[config.mk]
export PLATFORM = sky130hd
export DESIGN_NAME = lfu_cache_with_lru_tiebreak
export DESIGN_NICKNAME = d
export VERILOG_FILES = /design/src/hw/rtl/lfu_pkg.sv /design/src/hw/rtl/lfu_cache_with_lru_tiebreak.sv
export SDC_FILE = /design/constraint.sdc
export NUM_CORES = 2
export LEC_CHECK = 0
export BUFFER_PORTS_ARGS = -buffer_cell sky130_fd_sc_hd__buf_2
export CAP_MARGIN = 20
export CORE_ASPECT_RATIO = 0.9
export CORE_MARGIN = 5
export CORE_UTILIZATION = 30
export DETAILED_ROUTE_END_ITERATION = 6
export HOLD_SLACK_MARGIN = 0.06
export PLACE_DENSITY = 0.45
export RECOVER_POWER = 100
export SETUP_SLACK_MARGIN = 0.5
export SYNTH_ARGS = -nofsm -noshare
export SYNTH_HDL_FRONTEND = slang
export SYNTH_SLANG_ARGS = --single-unit
[constraint.sdc]
create_clock -name clk_i -period 5 [get_ports clk_i]
set_input_delay 1 -clock clk_i [delete_from_list [all_inputs] [get_ports clk_i]]
set_output_delay 1 -clock clk_i [all_outputs]
set_load 0.02 [all_outputs]
[src/hw/rtl/lfu_pkg.sv]
// shared types and constants for the lfu cache with lru tiebreak
package lfu_pkg;

  // built number of entries and derived widths
  localparam int unsigned ENTRIES = 16;
  localparam int unsigned IDX_W   = $clog2(ENTRIES);
  localparam int unsigned AGE_W   = $clog2(ENTRIES);
  localparam int unsigned OCC_W   = $clog2(ENTRIES + 1);
  localparam int unsigned CAP_W   = 5;
  localparam int unsigned CNT_W   = 16;
  localparam int unsigned WORD_W  = 32;

  localparam logic [CNT_W-1:0]  COUNT_MAX  = '1;
  localparam logic [WORD_W-1:0] MISS_VALUE = '1;
  localparam logic [CAP_W-1:0]  CAP_RESET  = CAP_W'(ENTRIES);

  // request operation codes
  localparam logic FUNC_GET = 1'b0;
  localparam logic FUNC_PUT = 1'b1;

  typedef struct packed {
    logic               func;
    logic signed [31:0] key;
    logic signed [31:0] write_value;
  } req_t;

  typedef struct packed {
    logic               found;
    logic signed [31:0] read_value;
    logic               evicted;
    logic signed [31:0] evicted_key;
  } rsp_t;

endpackage

[src/hw/rtl/lfu_cache_with_lru_tiebreak.sv]
// top level of the lfu cache with lru tiebreak, one shared scan unit
//
//   port group   dir   handshake                   word
//   in_*         in    in_valid_i / in_ready_o     lfu_pkg::req_t (func, key, write_value)
//   out_*        out   out_valid_o / out_ready_i   lfu_pkg::rsp_t (found, read_value, ...)
//   cfg_*        in    cfg_valid_i / cfg_ready_o   capacity, 5 bits
//
// a request is accepted in the idle state, then scanned one entry a cycle through
// the shared key/victim compare unit, then passes a decide state and a response state;
// a get miss goes straight from decide to response; every other request adds an update
// pass over the recency ranks, one entry a cycle, before the response
// reset empties the cache (valid bits and occupancy cleared), capacity goes to 16
// a waiting response does not block the next request; the response cycle
// holds only if the output register is still full
module lfu_cache_with_lru_tiebreak (
  input  logic                          clk_i,
  input  logic                          rst_ni,
  input  logic                          in_valid_i,
  output logic                          in_ready_o,
  input  lfu_pkg::req_t                 in_req_i,
  output logic                          out_valid_o,
  input  logic                          out_ready_i,
  output lfu_pkg::rsp_t                 out_rsp_o,
  input  logic                          cfg_valid_i,
  output logic                          cfg_ready_o,
  input  logic [lfu_pkg::CAP_W-1:0]     cfg_data_i
);

  typedef enum logic [2:0] {
    ST_IDLE,
    ST_SCAN,
    ST_DECIDE,
    ST_UPDATE,
    ST_RESP
  } state_e;

  localparam logic [lfu_pkg::IDX_W-1:0] LAST_IDX = lfu_pkg::IDX_W'(lfu_pkg::ENTRIES - 1);

  // entry store: valid bits reset, payload undefined until written
  logic [lfu_pkg::ENTRIES-1:0]    valid_q;
  logic [lfu_pkg::WORD_W-1:0]     key_q   [lfu_pkg::ENTRIES];
  logic [lfu_pkg::WORD_W-1:0]     value_q [lfu_pkg::ENTRIES];
  logic [lfu_pkg::CNT_W-1:0]      cnt_q   [lfu_pkg::ENTRIES];
  logic [lfu_pkg::AGE_W-1:0]      age_q   [lfu_pkg::ENTRIES];
  logic [lfu_pkg::OCC_W-1:0]      occ_q;
  logic [lfu_pkg::CAP_W-1:0]      capacity_q;

  // sequencer and request context
  state_e                         state_q;
  logic [lfu_pkg::IDX_W-1:0]      idx_q;
  lfu_pkg::req_t                  req_q;

  // scan results
  logic                           hit_q;
  logic [lfu_pkg::IDX_W-1:0]      hit_idx_q;
  logic [lfu_pkg::AGE_W-1:0]      hit_age_q;
  logic [lfu_pkg::WORD_W-1:0]     hit_value_q;
  logic                           free_found_q;
  logic [lfu_pkg::IDX_W-1:0]      free_idx_q;
  logic                           have_q;
  logic [lfu_pkg::IDX_W-1:0]      vic_idx_q;
  logic [lfu_pkg::AGE_W-1:0]      vic_age_q;
  logic [lfu_pkg::CNT_W-1:0]      vic_cnt_q;
  logic [lfu_pkg::WORD_W-1:0]     vic_key_q;

  // decided action
  logic                           evict_q;
  logic [lfu_pkg::IDX_W-1:0]      ins_idx_q;
  lfu_pkg::rsp_t                  rsp_q;

  // output register
  logic                           out_valid_q;
  lfu_pkg::rsp_t                  out_rsp_q;

  // entry under the shared unit
  logic                           cur_valid;
  logic [lfu_pkg::WORD_W-1:0]     cur_key;
  logic [lfu_pkg::WORD_W-1:0]     cur_value;
  logic [lfu_pkg::CNT_W-1:0]      cur_cnt;
  logic [lfu_pkg::AGE_W-1:0]      cur_age;
  logic                           key_match;
  logic                           better;
  logic [lfu_pkg::CAP_W-1:0]      cap_eff;
  logic                           need_evict;
  logic                           at_idx_ins;
  logic                           at_idx_vic;

  assign cur_valid = valid_q[idx_q];
  assign cur_key   = key_q[idx_q];
  assign cur_value = value_q[idx_q];
  assign cur_cnt   = cnt_q[idx_q];
  assign cur_age   = age_q[idx_q];

  // shared compare unit: key match and victim order (lowest count, then oldest)
  assign key_match = cur_valid && (cur_key == req_q.key);
  assign better    = !have_q || (cur_cnt < vic_cnt_q) ||
                     ((cur_cnt == vic_cnt_q) && (cur_age > vic_age_q));

  // zero acts as one, oversized as the built size
  always_comb begin
    cap_eff = capacity_q;
    if (capacity_q == '0) begin
      cap_eff = lfu_pkg::CAP_W'(1);
    end else if (capacity_q > lfu_pkg::CAP_W'(lfu_pkg::ENTRIES)) begin
      cap_eff = lfu_pkg::CAP_W'(lfu_pkg::ENTRIES);
    end
  end

  assign need_evict = lfu_pkg::CAP_W'(occ_q) >= cap_eff;
  assign at_idx_ins = idx_q == ins_idx_q;
  assign at_idx_vic = evict_q && (idx_q == vic_idx_q);

  assign in_ready_o  = state_q == ST_IDLE;
  assign cfg_ready_o = 1'b1;
  assign out_valid_o = out_valid_q;
  assign out_rsp_o   = out_rsp_q;

  // sequencer, control state and output register
  always_ff @(posedge clk_i or negedge rst_ni) begin
    if (!rst_ni) begin
      state_q      <= ST_IDLE;
      idx_q        <= '0;
      valid_q      <= '0;
      occ_q        <= '0;
      capacity_q   <= lfu_pkg::CAP_RESET;
      req_q        <= '0;
      hit_q        <= 1'b0;
      hit_idx_q    <= '0;
      hit_age_q    <= '0;
      hit_value_q  <= '0;
      free_found_q <= 1'b0;
      free_idx_q   <= '0;
      have_q       <= 1'b0;
      vic_idx_q    <= '0;
      vic_age_q    <= '0;
      vic_cnt_q    <= '0;
      vic_key_q    <= '0;
      evict_q      <= 1'b0;
      ins_idx_q    <= '0;
      rsp_q        <= '0;
      out_valid_q  <= 1'b0;
      out_rsp_q    <= '0;
    end else begin
      if (cfg_valid_i) begin
        capacity_q <= cfg_data_i;
      end
      // in the response state the new word takes the freed register itself
      if (out_valid_q && out_ready_i && (state_q != ST_RESP)) begin
        out_valid_q <= 1'b0;
      end
      unique case (state_q)
        ST_IDLE: begin
          if (in_valid_i) begin
            req_q        <= in_req_i;
            idx_q        <= '0;
            hit_q        <= 1'b0;
            free_found_q <= 1'b0;
            have_q       <= 1'b0;
            state_q      <= ST_SCAN;
          end
        end
        ST_SCAN: begin
          // first matching entry wins
          if (key_match && !hit_q) begin
            hit_q       <= 1'b1;
            hit_idx_q   <= idx_q;
            hit_age_q   <= cur_age;
            hit_value_q <= cur_value;
          end
          if (!cur_valid && !free_found_q) begin
            free_found_q <= 1'b1;
            free_idx_q   <= idx_q;
          end
          if (cur_valid && better) begin
            have_q    <= 1'b1;
            vic_idx_q <= idx_q;
            vic_age_q <= cur_age;
            vic_cnt_q <= cur_cnt;
            vic_key_q <= cur_key;
          end
          idx_q <= idx_q + 1'b1;
          if (idx_q == LAST_IDX) begin
            state_q <= ST_DECIDE;
          end
        end
        ST_DECIDE: begin
          idx_q       <= '0;
          rsp_q.found <= hit_q;
          evict_q     <= 1'b0;
          if (req_q.func == lfu_pkg::FUNC_GET) begin
            rsp_q.read_value  <= hit_q ? hit_value_q : lfu_pkg::MISS_VALUE;
            rsp_q.evicted     <= 1'b0;
            rsp_q.evicted_key <= '0;
            state_q           <= hit_q ? ST_UPDATE : ST_RESP;
          end else begin
            rsp_q.read_value <= '0;
            if (hit_q) begin
              rsp_q.evicted     <= 1'b0;
              rsp_q.evicted_key <= '0;
            end else begin
              evict_q           <= need_evict;
              rsp_q.evicted     <= need_evict;
              rsp_q.evicted_key <= need_evict ? vic_key_q : '0;
              // new key lands in the lowest free slot after any removal
              if (need_evict && (!free_found_q || (vic_idx_q < free_idx_q))) begin
                ins_idx_q <= vic_idx_q;
              end else begin
                ins_idx_q <= free_idx_q;
              end
            end
            state_q <= ST_UPDATE;
          end
        end
        ST_UPDATE: begin
          if (!hit_q) begin
            if (at_idx_ins) begin
              valid_q[idx_q] <= 1'b1;
            end else if (at_idx_vic) begin
              valid_q[idx_q] <= 1'b0;
            end
          end
          idx_q <= idx_q + 1'b1;
          if (idx_q == LAST_IDX) begin
            if (!hit_q && !evict_q) begin
              occ_q <= occ_q + 1'b1;
            end
            state_q <= ST_RESP;
          end
        end
        ST_RESP: begin
          if (!out_valid_q || out_ready_i) begin
            out_valid_q <= 1'b1;
            out_rsp_q   <= rsp_q;
            state_q     <= ST_IDLE;
          end
        end
        default: begin
          state_q <= ST_IDLE;
        end
      endcase
    end
  end

  // entry payload, one entry a cycle during the update pass
  always_ff @(posedge clk_i) begin
    if (state_q == ST_UPDATE) begin
      if (hit_q) begin
        // touch: raise count, make most recent, shift younger ranks down
        if (idx_q == hit_idx_q) begin
          age_q[idx_q] <= '0;
          cnt_q[idx_q] <= (cur_cnt == lfu_pkg::COUNT_MAX) ? cur_cnt : cur_cnt + 1'b1;
          if (req_q.func == lfu_pkg::FUNC_PUT) begin
            value_q[idx_q] <= req_q.write_value;
          end
        end else if (cur_valid && (cur_age < hit_age_q)) begin
          age_q[idx_q] <= cur_age + 1'b1;
        end
      end else if (at_idx_ins) begin
        key_q[idx_q]   <= req_q.key;
        value_q[idx_q] <= req_q.write_value;
        cnt_q[idx_q]   <= lfu_pkg::CNT_W'(1);
        age_q[idx_q]   <= '0;
      end else if (cur_valid && !at_idx_vic) begin
        // ranks above the victim close the gap, then all age by one
        if (!(evict_q && (cur_age > vic_age_q))) begin
          age_q[idx_q] <= cur_age + 1'b1;
        end
      end
    end
  end

  // occupancy tracks the valid bits between requests
  a_occ_matches : assert property (@(posedge clk_i) disable iff (!rst_ni)
    state_q == ST_IDLE |-> $countones(valid_q) == int'(occ_q))
    else $error("occupancy does not match valid bits");

  a_occ_bound : assert property (@(posedge clk_i) disable iff (!rst_ni)
    occ_q <= lfu_pkg::OCC_W'(lfu_pkg::ENTRIES))
    else $error("occupancy above built size");

  a_busy_after_accept : assert property (@(posedge clk_i) disable iff (!rst_ni)
    in_valid_i && in_ready_o |=> !in_ready_o)
    else $error("ready after accepting a request");

  // an insert without eviction must find a free slot
  a_free_slot : assert property (@(posedge clk_i) disable iff (!rst_ni)
    state_q == ST_DECIDE && req_q.func == lfu_pkg::FUNC_PUT && !hit_q && !need_evict
    |-> free_found_q)
    else $error("insert with no free slot");

endmodule

After elaboration in Yosys (flattened, before gate mapping)
Memory sizes are Yosys's and may differ from the RTL's. A register that Yosys moved wholly into a read port is not among the register bits.
Cells that the tools add are included.
- flip-flop bits (word level): 307
- memory bits (writable): 1344
- input bits: 75
- output and inout bits: 69
- logic and storage cells: 182
- memories kept: 4
- memory list (name ; depth ; bits a word ; read ports ; clocked after Yosys merged registers in ; wr ports ; RTL line ; source):
    key_q ; 16 ; 32 ; 1 ; 0 ; 1 ; lfu_cache_with_lru_tiebreak.sv:41 ; logic [lfu_pkg::WORD_W-1:0] key_q [lfu_pkg::ENTRIES];
    value_q ; 16 ; 32 ; 1 ; 1 ; 1 ; lfu_cache_with_lru_tiebreak.sv:42 ; logic [lfu_pkg::WORD_W-1:0] value_q [lfu_pkg::ENTRIES];
    cnt_q ; 16 ; 16 ; 1 ; 0 ; 1 ; lfu_cache_with_lru_tiebreak.sv:43 ; logic [lfu_pkg::CNT_W-1:0] cnt_q [lfu_pkg::ENTRIES];
    age_q ; 16 ; 4 ; 1 ; 0 ; 1 ; lfu_cache_with_lru_tiebreak.sv:44 ; logic [lfu_pkg::AGE_W-1:0] age_q [lfu_pkg::ENTRIES];
- $add $sub $neg: 4
- magnitude comparators: 8
- equality and inequality tests: 19
- muxes and demuxes: 64
- bitwise logic cells: 9
- reduce and logical (&&, ||, !) cells: 45
- operator list (cell ; number):
    2-to-1 mux 32 bit ; 3
    2-to-1 mux 65 bit ; 1
    2-to-1 mux 16 bit ; 4
    2-to-1 mux 1 bit ; 35
    2-to-1 mux 33 bit ; 1
    equality test 32 bit ; 1
    2-to-1 mux 4 bit ; 5
    2-to-1 mux 3 bit ; 6
    AND reduction 3 bit ; 6
    adder 16 x 1 -> 16 bit, second input constant ; 1
    AND 16 bit ; 1
    equality test 16 bit ; 1
    equality test 16 bit, second input constant ; 1
    < comparator 16 bit ; 1
    inverter 16 bit ; 1
    bitwise OR 16 bit ; 1
    one-hot mux 3 bit (5 select lines) ; 1
    logical AND 1 bit ; 14
    != test 2 bit, second input constant ; 7
    equality test 4 bit ; 3
    one-hot mux 4 bit (3 select lines) ; 1
    AND reduction 2 bit ; 6
    2-to-1 mux 5 bit ; 2
    adder 4 x 1 -> 4 bit, second input constant ; 2
    25 further kinds ; 44

Logic depth before layout (Yosys ltp)
- depth after elaboration: 11
- gate-level depth with buffers: 21
- mapped depth without buffers: 13

Least setup slack after synthesis
No wires, ideal clock.
- path type: register to register
- start: register idx_q[1] (netlist name)
- end: memory age_q[15][0] (netlist name), enable pin
- setup time: 329 ps
- data arrival time: 4555 ps
- data required time: 4671 ps
- setup slack: 116 ps
- cell stages (with the launch flop): 20
- path buffers: 7
- period minus slack after synthesis: 4884 ps
- path through: dfrtp_1 -> buf_4 -> buf_2 -> buf_1 -> clkbuf_1 -> clkbuf_1 -> mux4_2 -> mux4_2 -> ha_1 -> nor2b_1 -> o21ai_0 -> nand2b_1 -> a21oi_1 -> a41oi_1 -> a211oi_1 -> o21ai_1 -> and2_1 -> clkbuf_1 -> clkbuf_1 -> nor2_1
- longest elaborated chain between the ends: 11
- elaborated cells between the ends (all ways): 35
- those cells by class: 2 x order compare; 3 x eq/ne; 21 x mux; 3 x bitwise; 5 x reduce/logical; 1 x memory
- RTL lines (what ; RTL line ; source):
    start: declaration ; lfu_cache_with_lru_tiebreak.sv:50 ; logic [lfu_pkg::IDX_W-1:0] idx_q;
    start signal: assignment ; lfu_cache_with_lru_tiebreak.sv:181 ; idx_q <= idx_q + 1'b1;
    start signal: assignment ; lfu_cache_with_lru_tiebreak.sv:222 ; idx_q <= idx_q + 1'b1;
    memory (16 x 4 bit) (*) ; -- ;
    via cur_age (one bit) ; lfu_cache_with_lru_tiebreak.sv:80 ; logic [lfu_pkg::AGE_W-1:0] cur_age;
    < comparator 4 bit ; lfu_cache_with_lru_tiebreak.sv:255 ; end else if (cur_valid && (cur_age < hit_age_q)) begin
    logical AND 1 bit ; lfu_cache_with_lru_tiebreak.sv:255 ;
    2-to-1 mux 1 bit ; lfu_cache_with_lru_tiebreak.sv:255 ;
    2-to-1 mux 1 bit ; lfu_cache_with_lru_tiebreak.sv:249 ; if (idx_q == hit_idx_q) begin
    2-to-1 mux 1 bit ; lfu_cache_with_lru_tiebreak.sv:247 ; if (hit_q) begin
    2-to-1 mux 1 bit ; lfu_cache_with_lru_tiebreak.sv:246 ; if (state_q == ST_UPDATE) begin
    2-to-1 mux 1 bit (implied by the code) ; lfu_cache_with_lru_tiebreak.sv:256 ; age_q[idx_q] <= cur_age + 1'b1;
    bitwise OR 1 bit (no line) (2 in a row) ; -- ;
    bitwise OR 1 bit (no line) (*) ; -- ;
    end: declaration ; lfu_cache_with_lru_tiebreak.sv:44 ;
Mark *: on every way through the listed nets, which the timed path passes. The rest lies on a longest branch. The select of a mux whose other input is x is not followed.

Worst setup path in the final report
- start: register idx_q[0] (netlist name)
- end: register vic_cnt_q[3] (netlist name)
- longest elaborated chain between the ends: 6
- elaborated cells between the ends (all ways): 12
- those cells by class: 2 x order compare; 1 x eq/ne; 2 x mux; 5 x reduce/logical; 2 x memory
- RTL lines (what ; RTL line ; source):
    memory (16 x 16 bit) (*) ; -- ;
    via cur_cnt (one bit) ; lfu_cache_with_lru_tiebreak.sv:79 ; logic [lfu_pkg::CNT_W-1:0] cur_cnt;
    < comparator 16 bit or equality test 16 bit (tied branches) ; lfu_cache_with_lru_tiebreak.sv:96, lfu_cache_with_lru_tiebreak.sv:97 ;
    logical OR 1 bit or logical AND 1 bit (tied branches) ; lfu_cache_with_lru_tiebreak.sv:96, lfu_cache_with_lru_tiebreak.sv:97 ;
    logical OR 1 bit (*) ; lfu_cache_with_lru_tiebreak.sv:96 ; assign better = !have_q || (cur_cnt < vic_cnt_q) ||
    logical AND 1 bit (*) ; lfu_cache_with_lru_tiebreak.sv:174 ; if (cur_valid && better) begin
    AND reduction 2 bit (no line) (*) ; -- ;
    end signal: assignment ; lfu_cache_with_lru_tiebreak.sv:178 ; vic_cnt_q <= cur_cnt;
    end: declaration ; lfu_cache_with_lru_tiebreak.sv:63 ; logic [lfu_pkg::CNT_W-1:0] vic_cnt_q;
Marked as above.
A chain may end at the register's enable or synchronous reset.

==> impl_metrics.toml <==
[floorplan]
core_sq_mm = 0.222
initial_core_util = 0.302
die_y_microns = 459
die_area_sq_mm = 0.234
dieWidth_microns = 509
ios = 144
row_count = 164

[timing]
fin_skew_ns = 0.0419
fin_crit_ns = 4.51
fmax_mhz = 221
timing_worst_slew_pin_value_ns = 3.14
tns_ns = 0
setup_viol = 0
hold_violations = 0
rsz0062_at_grt = "no"
drv_slew = 473
period_share = 0.903
relSlewSlack = -1.09

[layout]
instances_no_fill = 6833
final_nets = 3791
layout-drive-gt1-share = 0.269
seq_area_sq_mm = 0.0488
multi_input_area_sq_mm = 0.0171
fillerInstances = 21000
syn_to_final_growth_pct = 16.3

[clock_tree]
clkTransAtPathRegs_ns = 0.06
cts_tree = "yes"
clk_latency_ns = 0.83
hold_buffers = 0
cts_buffer_depth = 3
htree_levels = 4
cts_buffers = 187
cts_sinks = 1682
cts_root_buf = "clkbuf_16"

[placement]
hpwlAfterDp_mm = 104
placed_cells = 6467
io_buffer_count = 142
place_congestion = 0.768

[setup_path]
crit_fanout = 14
max_stage_delay_ns = 0.58
critPathMostFrequentCell = "o21a_1"
crit_path_end_kind = "flop"
worstSetupPathType = "flop to flop"
critPathSlowestCell = "mux4_2"
critPathLaunchType = "flop"
path_cells = "clkbuf_1 > buf_12 > mux4_2 > mux4_2 > ha_1 > nor2b_1 > o21a_1 > o21a_1 > o21a_1 > o21a_1 > o21ai_0 > nand3_1 > a21oi_1 > buf_12 > clkbuf_1 > mux2_2"
cp.buffers_inverters = 4
path_delay_family = "multiplexers"
worstPathArrival_ns = 5.21
required_ns = 5.70

[global_route]
grt_max_degree = 100
grt_pass1_wl_mm = 262
grt_pass1_vias = 34400
grt_usage = 0.155
grt-busiest-layer = "met2"
met2_usage = 0.238
met3_usage = 0.0279
antenna_found_initial = 12
use_met1 = 0.228
grt-ovfl-total = 0

[power_and_ir_drop]
switching_share = 0.319
p_leak_uw = 0.0270
power_frac_comb = 0.267
p_clk_frac = 0.300
p_sw_uw = 14400
powerDensity_mw_per_mm2 = 579
p_int_uw = 30800
pwr-share-seq = 0.434
power_uw = 45200
ir_drop_mv = 0.369

[run_status]
violations = "capacitance limit, slew limit"
status = "complete, but fails checks"

[logic_synthesis]
synth_area_sq_mm = 0.0672
synth-edff-count = 1344
ys_warn_count = 0
syn_inst = 3364
syn-mean-instance-area_sq_um = 20.0
yosysSeqAreaShare = 0.726
synth_ff_type = "edfxtp_1"
ys_ff_latch = 1682
synth_cell_types = 71
async_flop_share = 0.201
synth_nets = 3477

[detailed_routing]
drcViolationCount = 0
vias_per_cell = 4.85
wire_per_inst_microns = 26.9
first_pass_iters = 5
drt-total-wl_mm = 184
drtAntennaViolNets = 0
drt-initial-drc-count = 2620
vias = 33200

[flow_run]
maxCapViolCount = 10

[worst_hold_path]
hold_path.class = "input pin to flop"
cells in the mapped netlist, types with 32 or more instances:
library cell  instances  share of area
inv_1                53         0.0030
xnor2_1              39         0.0051
clkbuf_1             91         0.0051
a22o_1               37         0.0048
mux4_2              315           0.11
mux2_2              184          0.031
dfrtp_1             337           0.13
nand2_1             123         0.0069
mux2_4               39         0.0087
ha_1                 38         0.0071
o21ai_0             123         0.0092
edfxtp_1           1344           0.60
o21bai_1             33         0.0037
mux4_1               74          0.029
mux2i_1              92          0.014
nor2_1              117         0.0065
a21oi_1              32         0.0024
logic make-up after synthesis:
logic type,Yosys count,synth area share
compound gates,311,0.0298
simple gates,335,0.0221
mux,704,0.188
buf+inv,236,0.0196
xor+xnor,57,0.00743
flops,1682,0.726
fa+ha+maj,38,0.00707
other cells,1,0.0000558
worst min-delay path: cells and delay by family:
kind                   cells  cell delay, ns
AO/OA/AOI/OAI              1            0.06
buffers and inverters      1            0.07
AND/OR/NAND/NOR            1            0.03
worst paths after layout:
kind,start,end,slack [ns],cells after the start
max,idx_q[0],vic_cnt_q[3],0.49,16
min,in_req_i[54],req_q[54],0.38,3
max reg2reg,idx_q[0],vic_cnt_q[3],0.49,16
min reg2reg,rsp_q[62],rsp_q[62],0.47,2
max in group asynchronous,rst_ni,rsp_q[35],1.30,2
min in group asynchronous,rst_ni,req_q[62],0.96,1
repair_timing:
item / in CTS / in global routing
gates resized for setup: 2 / 8
pin swaps: 0 / 2
gates cloned: 0 / 1
setup endpoints to repair: 288 / 175
setup buffers: 3 / 2
routing by layer:
metal  vias up  wire, microns
li1      14300              -
met2       707          83500
met4         2           3670
met1     17900          88500
met3       218           7900
met5         -             13
state kept, by name, summed over array words and instances (netlist names), 3 cells and up, named ones only:
register,cells
out_rsp_o,66
idx_q,4
cnt_q,256
hit_value_q,32
vic_key_q,32
vic_age_q,4
vic_idx_q,4
capacity_q,5
req_q,65
occ_q,5
hit_age_q,4
vic_cnt_q,16
state_q,3
age_q,64
ins_idx_q,4
value_q,512
hit_idx_q,4
rsp_q,65
key_q,512
free_idx_q,4
area by class of cell:
type | count | share of cell area
repair buffers | 306 | 0.0283
diodes | 5 | 0.000160
well taps | 2988 | 0.0478
clock inverters | 104 | 0.0131
flip-flops and latches | 1682 | 0.625
clock buffers | 247 | 0.0648
multi-input cells | 1446 | 0.219
inverters | 55 | 0.00270
power by group through the flow:
stage               Combinational, uW  Clock (uW)  Sequential, uW
global placement                12300           0           20000
CTS                             12500       14000           19700
detailed placement              12300           0           20000
floorplan                        8190           0           19100
global route                    13100       14600           19800
finish                          12100       13600           19600
metrics by stage:
stage | hold WS [ns] | util | cell area [sq um] | setup WS, ns
3_3_place_gp | 0.463 | 0.327 | 72800 | 0.124
4_1_cts | 0.169 | 0.355 | 79000 | 0.484
6_report | 0.378 | 0.351 | 78200 | 0.485
3_5_place_dp | 0.469 | 0.327 | 72800 | 0.121
5_1_grt | 0.344 | 0.351 | 78200 | 0.257
2_1_floorplan | 0.446 | - | 67300 | 0.508
cells in the final DEF (no fill, tap or decap), types with 7 or more instances in the layout:
cell type | synthesis | layout
buf_12 | 3 | 35
buf_2 | 23 | 73
and2_1 | 11 | 8
mux4_1 | 74 | 74
clkbuf_1 | 91 | 140
a21oi_1 | 32 | 32
nor3_1 | 10 | 10
mux2_2 | 184 | 184
clkinv_1 | 1 | 22
nor2b_1 | 15 | 15
mux4_2 | 315 | 315
nor2_1 | 117 | 98
o21ai_0 | 123 | 123
a31oi_1 | 8 | 8
buf_4 | 17 | 65
a22o_1 | 37 | 37
a22oi_1 | 19 | 19
nand2b_1 | 14 | 14
dfrtp_1 | 337 | 333
clkbuf_8 | 4 | 14
edfxtp_1 | 1344 | 1344
o21bai_1 | 33 | 32
nand3_1 | 14 | 14
clkbuf_16 | 0 | 189
bufinv_16 | 0 | 11
clkbuf_2 | 0 | 17
a211oi_1 | 13 | 13
clkinv_8 | 0 | 7
mux2i_1 | 92 | 92
xnor2_1 | 39 | 39
clkbuf_4 | 0 | 15
nand4_1 | 13 | 13
inv_1 | 53 | 52
xor2_1 | 18 | 18
nor2_4 | 0 | 14
mux2_1 | 0 | 36
nand2_1 | 123 | 123
clkinv_2 | 0 | 44
ha_1 | 38 | 38
Note: power is estimated with default switching activity, not from simulation.
